[config.mk]
export PLATFORM = sky130hd
export DESIGN_NAME = sid_queue
export DESIGN_NICKNAME = d
export VERILOG_FILES = /design/src/hw/rtl/sid_pkg.sv /design/src/hw/rtl/sid_queue.sv
export SDC_FILE = /design/constraint.sdc
export NUM_CORES = 1
export LEC_CHECK = 0
export BUFFER_PORTS_ARGS = -buffer_cell sky130_fd_sc_hd__buf_2
export CAP_MARGIN = 10
export CORE_UTILIZATION = 50
export CTS_CLUSTER_SIZE = 12
export DETAILED_ROUTE_END_ITERATION = 6
export MAX_ROUTING_LAYER = met4
export PLACE_DENSITY = 0.71
export SLEW_MARGIN = 20
export SYNTH_ARGS = -nofsm -noshare
export SYNTH_HDL_FRONTEND = slang
export SYNTH_SLANG_ARGS = --single-unit
[constraint.sdc]
create_clock -name clock -period 8.5 [get_ports clock]
set_clock_uncertainty 0.15 [all_clocks]
set_input_delay 1.275 -clock clock [delete_from_list [all_inputs] [get_ports clock]]
set_output_delay 1.275 -clock clock [all_outputs]
set_load 0.01 [all_outputs]
[src/hw/rtl/sid_pkg.sv]
// sid_pkg: widths, constants and shared types of the segment intersection unit.
// No dependencies; imported by every module of the block.
`timescale 1ns / 1ps
package sid_pkg;
   localparam int COORD_W        = 16;
   localparam int VEC_W          = COORD_W + 1;
   localparam int PROD_W         = 2 * VEC_W;
   localparam int SUM_W          = PROD_W + 1;
   localparam int REM_W          = SUM_W + 1;
   localparam int THR_W          = 16;
   localparam int PARAM_W        = 13;
   localparam int FRAC_BITS_DEF  = 12;
   localparam int QUEUE_DEPTH    = 4;
   localparam logic [THR_W-1:0] THR_RESET = 16'd17;

   // item after classification, handed from front to back
   typedef struct packed {
      logic [SUM_W-1:0]          abs_det;
      logic [SUM_W-1:0]          abs_tn;
      logic [SUM_W-1:0]          abs_sn;
      logic                      neg_t;
      logic                      neg_s;
      logic                      parallel;
      logic signed [COORD_W-1:0] ax;
      logic signed [COORD_W-1:0] ay;
      logic signed [VEC_W-1:0]   ux;
      logic signed [VEC_W-1:0]   uy;
   } sid_work_type;

   // side data riding along the divider stages
   typedef struct packed {
      logic [SUM_W-1:0]          abs_det;
      logic                      neg_t;
      logic                      neg_s;
      logic                      ovf_t;
      logic                      ovf_s;
      logic                      parallel;
      logic signed [COORD_W-1:0] ax;
      logic signed [COORD_W-1:0] ay;
      logic signed [VEC_W-1:0]   ux;
      logic signed [VEC_W-1:0]   uy;
   } sid_meta_type;
endpackage

[src/hw/rtl/sid_queue.sv]
// sid_queue: small register queue between front and back.
// Depends on sid_pkg.
`timescale 1ns / 1ps
module sid_queue
   import sid_pkg::*;
#(
   parameter int DEPTH = QUEUE_DEPTH
)(
   input  logic         clock,
   input  logic         reset,
   input  logic         push,
   input  sid_work_type push_data,
   input  logic         pop,
   output logic         pop_valid,
   output sid_work_type pop_data,
   output logic         full
);
   localparam int PTR_W = (DEPTH > 1) ? $clog2(DEPTH) : 1;
   localparam int CNT_W = $clog2(DEPTH + 1);

   sid_work_type mem_ff [0:DEPTH-1];
   logic [PTR_W-1:0] wr_ptr_ff, rd_ptr_ff;
   logic [CNT_W-1:0] count_ff, count_in;
   logic do_push, do_pop;

   assign do_pop  = pop && (count_ff != '0);
   assign do_push = push && (count_ff != CNT_W'(DEPTH));

   always_comb begin
      count_in = count_ff;
      if (do_push && !do_pop) count_in = count_ff + 1'b1;
      if (!do_push && do_pop) count_in = count_ff - 1'b1;
   end

   always_ff @(posedge clock) begin
      if (reset) begin
         wr_ptr_ff <= '0;
         rd_ptr_ff <= '0;
         count_ff  <= '0;
      end else begin
         count_ff <= count_in;
         if (do_push)
            wr_ptr_ff <= (wr_ptr_ff == PTR_W'(DEPTH - 1)) ? '0 : wr_ptr_ff + 1'b1;
         if (do_pop)
            rd_ptr_ff <= (rd_ptr_ff == PTR_W'(DEPTH - 1)) ? '0 : rd_ptr_ff + 1'b1;
      end
   end

   always_ff @(posedge clock) begin
      if (do_push) mem_ff[wr_ptr_ff] <= push_data;
   end

   assign pop_valid = (count_ff != '0);
   assign pop_data  = mem_ff[rd_ptr_ff];
   assign full      = (count_ff == CNT_W'(DEPTH));
endmodule

# Word level (Yosys, flattened, before mapping)

Memory sizes are Yosys's and may differ from the RTL's. A register that Yosys moved wholly into a read port is not among the register bits.
Cells that the tools add are included.

RAM bits: 696
Memories kept: 1
Output and inout bits: 176
Flip-flop bits (word level): 7
Bits in latches: 0
Memory bits (read-only): 0

Memories:

| name   | depth | bits a word | rd ports | clocked after memory_dff | write ports | RTL line        | RTL |
|---|---|---|---|---|---|---|---|
| mem_ff | 4     | 174         | 1        | 1                        | 1           | sid_queue.sv:21 | `sid_work_type mem_ff [0:DEPTH-1];` |

Multipliers: 0
Multiplexer cells: 8
Divide/modulo/power cells: 0
Add/subtract/negate cells: 4
Order comparisons: 0
Equal/unequal tests: 4
Shift-type cells: 0
Bitwise gates (word level): 0
Reductions and logical operators: 8

Operator list:

| operator                                         | count |
|---|---|
| two-way mux 2 bit                                | 4 |
| two-way mux 3 bit                                | 2 |
| adder 2 x 1 -> 2 bit, second input constant      | 2 |
| equality test 2 bit, second input constant       | 2 |
| logical AND 1 bit                                | 4 |
| adder 3 x 1 -> 3 bit, second input constant      | 1 |
| equality test 3 bit, second input constant       | 1 |
| != test 3 bit, second input constant             | 1 |
| nonzero test 3 bit                               | 1 |
| subtractor 3 x 1 -> 3 bit, second input constant | 1 |
| logical NOT 1 bit                                | 2 |
| two-way mux 1 bit                                | 2 |
| nonzero test 2 bit                               | 1 |

# Logic depth before layout (Yosys ltp)

Depth in word-level cells: 6
Mapped depth: 10
Gate-level depth less buffers: 9

# Worst setup path after synthesis

No wires, ideal clock.

Kind: input-to-reg
Start point: in push
End point: mem mem_ff[1][0] (netlist name), enable pin
Data required time: 7.794 ns
Cell stages on the path: 1
Arrival time: 5.308 ns
Slack: 2.486 ns
Cells stage by stage: and3_1

Word-level cells in the longest chain between the ends: 3

Ends and longest elaborated chain:

| element                                 | RTL line        | RTL |
|---|---|---|
| from (decl)                             | sid_queue.sv:11 | `input logic push,` |
| logical AND 1 bit                       | sid_queue.sv:27 | `assign do_push = push && (count_ff != CNT_W'(DEPTH));` |
| two-way mux 1 bit                       | sid_queue.sv:50 | `if (do_push) mem_ff[wr_ptr_ff] <= push_data;` |
| two-way mux 1 bit (implied by the code) | sid_queue.sv:50 |  |
| to (decl)                               | sid_queue.sv:21 |  |

Every way passes these cells.

==> reports/qor_table.md <==
| Item | Value | Unit |
|:---|:---|:---|
| Worst Tran Pin Value | 1.02 | ns |
| Cell Area, Synth | 25700 | um^2 |
| Top-count cell post-synth | sky130_fd_sc_hd__edfxtp_1 | - |
| Sort of element at the start of the critical path | flop | - |
| Clock latency on the worst-skew pair | 0.59 | ns |
| Total number of placement rows | 82 | - |
| Total die area | 52400 | um^2 |
| Post-detailed-route count of antenna-violating nets | 0 | - |
| Nets | 1550 | - |
| Count of different cell masters after synthesis | 27 | - |
| Fraction of met1 tracks used by global routing | 25.7 | % |
| Area share of the largest cell type after synthesis | 81.2 | % |
| Leak | 0.0101 | uW |
| Number of instances in the synthesized netlist | 963 | - |
| Fraction of met2 tracks used by global routing | 29.3 | % |
| Vias in the first global route | 12037 | - |
| Filler cells | 3551 | - |
| Routed wirelength normalized by instance count | 23.2 | um |
| Global route overflow | 0 | - |
| Fraction of registers with async set/reset | 0 | % |
| Initial cell density of the core | 51.0 | % |
| Endpoints failing hold | 0 | - |
| Critical Path AT | 3.06 | ns |
| Sequential-to-total area share from yosys stat | 81.9 | % |
| Number of buffers added to fix hold violations after cts | 0 | - |
| Required time at the worst-slack endpoint | 7.07 | ns |
| Setup CP Type | reg -> out | - |
| Non-filler instance count after layout | 2092 | - |
| Final Max Slew Viols | 0 | - |
| Post-synth net total | 1148 | - |
| Mean Syn Cell Area | 26.7 | um^2 |
| Syn-to-layout area delta | 17.6 | % |
| Detailed Route Iter0 Violations | 728 | - |
| Cell types with the highest counts after synthesis | sky130_fd_sc_hd__edfxtp_1 (696), sky130_fd_sc_hd__mux4_2 (174), sky130_fd_sc_hd__buf_2 (17) | - |
| Post-cts repair resize count | 0 | - |
| Upper clock frequency limit | 223 | MHz |
| Largest net degree at the start of global routing | 103 | - |
| Unrepaired setup endpoints after global routing | false | - |
| Number of max-cap violations | 0 | - |
| Met3 Track Usage GR | 6.29 | % |
| Busiest metal layer after global routing | met2 | - |
| Post-detailed-route DRC marker count | 0 | - |
| Final clock period utilization by the worst path | 52.7 | % |
| Aggregate global-route resource usage | 19.6 | % |
| First-pass GRT wire length | 74000 | um |
| Clock Tree Root | sky130_fd_sc_hd__clkbuf_16 | - |
| Placed instance count | 1961 | - |
| Die extent in y | 229 | um |
| Placed wire-length estimate after detailed placement | 28000 | um |
| DIE WIDTH | 229 | um |
| Number of storage elements in the synthesis netlist | 705 | - |
| GP Congestion | 0.735 | - |
| IO Port Bufs | 353 | - |
| Count of flip-flops with a built-in enable after synthesis | 696 | - |
| Clock Pin Slew Worst Setup and Hold Paths | 0.06 | ns |
| CTS Buf Count | 74 | - |
| Final worst path period need | 4.48 | ns |
| Post-CTS setup-driven buffer insertion count | 0 | - |
| CTS H-Tree Depth | 3 | - |
| Total negative slack | 0 | ns |
| Number of antenna violations at the first check in global routing | 14 | - |
| Max rail drop VDD | 262 | uV |
| Max_slew headroom | 32.3 | % |
| Clock tree from TritonCTS | yes | - |
| Floorplan Core Area | 50500 | um^2 |
| Number of warnings issued by yosys | 0 | - |
| Number of vias per cell | 5.48 | - |
| Largest area contributor in the netlist | sky130_fd_sc_hd__edfxtp_1 | - |
| Leading cell types by total area after synthesis | sky130_fd_sc_hd__edfxtp_1 (81%), sky130_fd_sc_hd__mux4_2 (15%), sky130_fd_sc_hd__buf_12 (0.86%) | - |
| Top-level I/O count | 354 | - |
| Max clock buf depth | 3 | - |
| Share of layout cells above drive strength 1 | 45.2 | % |
| TritonRoute pass-1 iters | 5 | - |
| Power per cell area | 295 | nW/um^2 |
| Total setup violations reported at the end of the flow | 0 | - |
| Count of clock tree sinks | 705 | - |
| Hold/Removal Path Class | reg -> reg | - |
| Ys flop type | sky130_fd_sc_hd__edfxtp_1 | - |
| Highest net fanout along the worst path | 63 | - |
| Kind of capture point of the worst setup path | primary output | - |
| Aggregate routed wire length | 48600 | um |
| Result of the run | complete, no violations | - |
| DR vias | 11472 | - |
-- placed cells by master, fill, tap and decap left out, types with 3 or more instances in the layout --
master	Yosys	layout
sky130_fd_sc_hd__buf_2	17	353
sky130_fd_sc_hd__and3_4	0	4
sky130_fd_sc_hd__ha_1	6	6
sky130_fd_sc_hd__nor2_1	4	4
sky130_fd_sc_hd__clkbuf_1	4	18
sky130_fd_sc_hd__inv_1	8	8
sky130_fd_sc_hd__dfxtp_1	9	7
sky130_fd_sc_hd__edfxtp_1	696	696
sky130_fd_sc_hd__clkinv_1	0	13
sky130_fd_sc_hd__clkbuf_16	0	79
sky130_fd_sc_hd__or3_1	3	3
sky130_fd_sc_hd__mux4_2	174	174
sky130_fd_sc_hd__buf_4	1	13
sky130_fd_sc_hd__diode_2	0	13
sky130_fd_sc_hd__a21oi_1	4	4
-- worst paths after layout --
path | from | to | slack (ns) | cells past startpoint
worst max-delay path | flop | pop_data[74] | 4.02 | 3
worst min-delay path | rd_ptr_ff[0]$_SDFFE_PP0N_ | flop | 0.34 | 2
worst max register to register | count_ff[0]$_SDFFE_PP0P_ | mem_ff[3][2]$_DFFE_PP_ | 5.34 | 4
worst min register to register | rd_ptr_ff[0]$_SDFFE_PP0N_ | flop | 0.34 | 2
-- layer usage --
metal  vias up  share of wire (%)
li1       4994                  -
met1      6002                 41
met2       389                 48
met3        87                8.9
met4         0                2.2
met5         -                  0
-- worst max-delay path: stages, from the launching register on --
cell	delay [ns]
sky130_fd_sc_hd__dfxtp_4	0.92
sky130_fd_sc_hd__buf_4	0.84
sky130_fd_sc_hd__mux4_2	0.45
sky130_fd_sc_hd__buf_2	0.16
-- power breakdown --
part | switching, uW | leakage, uW | internal [uW]
Sequential | 118 | 0.00646 | 4170
Combinational | 888 | 0.00253 | 785
Clock | 1220 | 0.00106 | 1740
-- layout make-up --
class | count | area, um^2 | share of cell area, %
Clock buffer | 97 | 2040 | 6.75
Timing Repair Buffer | 367 | 1880 | 6.22
Inverter | 8 | 30.0 | 0.0992
Tap cell | 672 | 841 | 2.78
Multi-Input combinational cell | 209 | 4210 | 13.9
Antenna cell | 13 | 32.5 | 0.107
Clock inverter | 21 | 153 | 0.504
Sequential cell | 705 | 21100 | 69.6
-- state kept, by name, indices dropped and copies added (netlist names), named ones only --
signal / count
wr_ptr_ff: 2
mem_ff: 696
count_ff: 3
rd_ptr_ff: 2
-- logic make-up after synthesis --
group / synth area share [%]
multiplexers: 15.3
XOR/XNOR: 0.0681
flip-flops: 81.9
AO/OA/AOI/OAI: 0.204
AND/OR/NAND/NOR: 0.369
buffers and inverters: 1.84
adder cells (fa/ha/maj): 0.369
-- per-stage QoR --
step	hold WS [ns]	setup slack [ns]	util [%]	total power (uW)	cell area, um^2
2_1_floorplan	0.313	2.49	-	5560	25700
3_3_place_gp	0.318	4.55	55.6	6050	28100
3_5_place_dp	0.330	4.56	55.6	6080	28100
4_1_cts	0.342	3.91	59.9	9050	30200
5_1_grt	0.355	3.75	60.0	9280	30300
6_report	0.337	4.02	60.0	8920	30300
(Power assumes the default switching activity.)
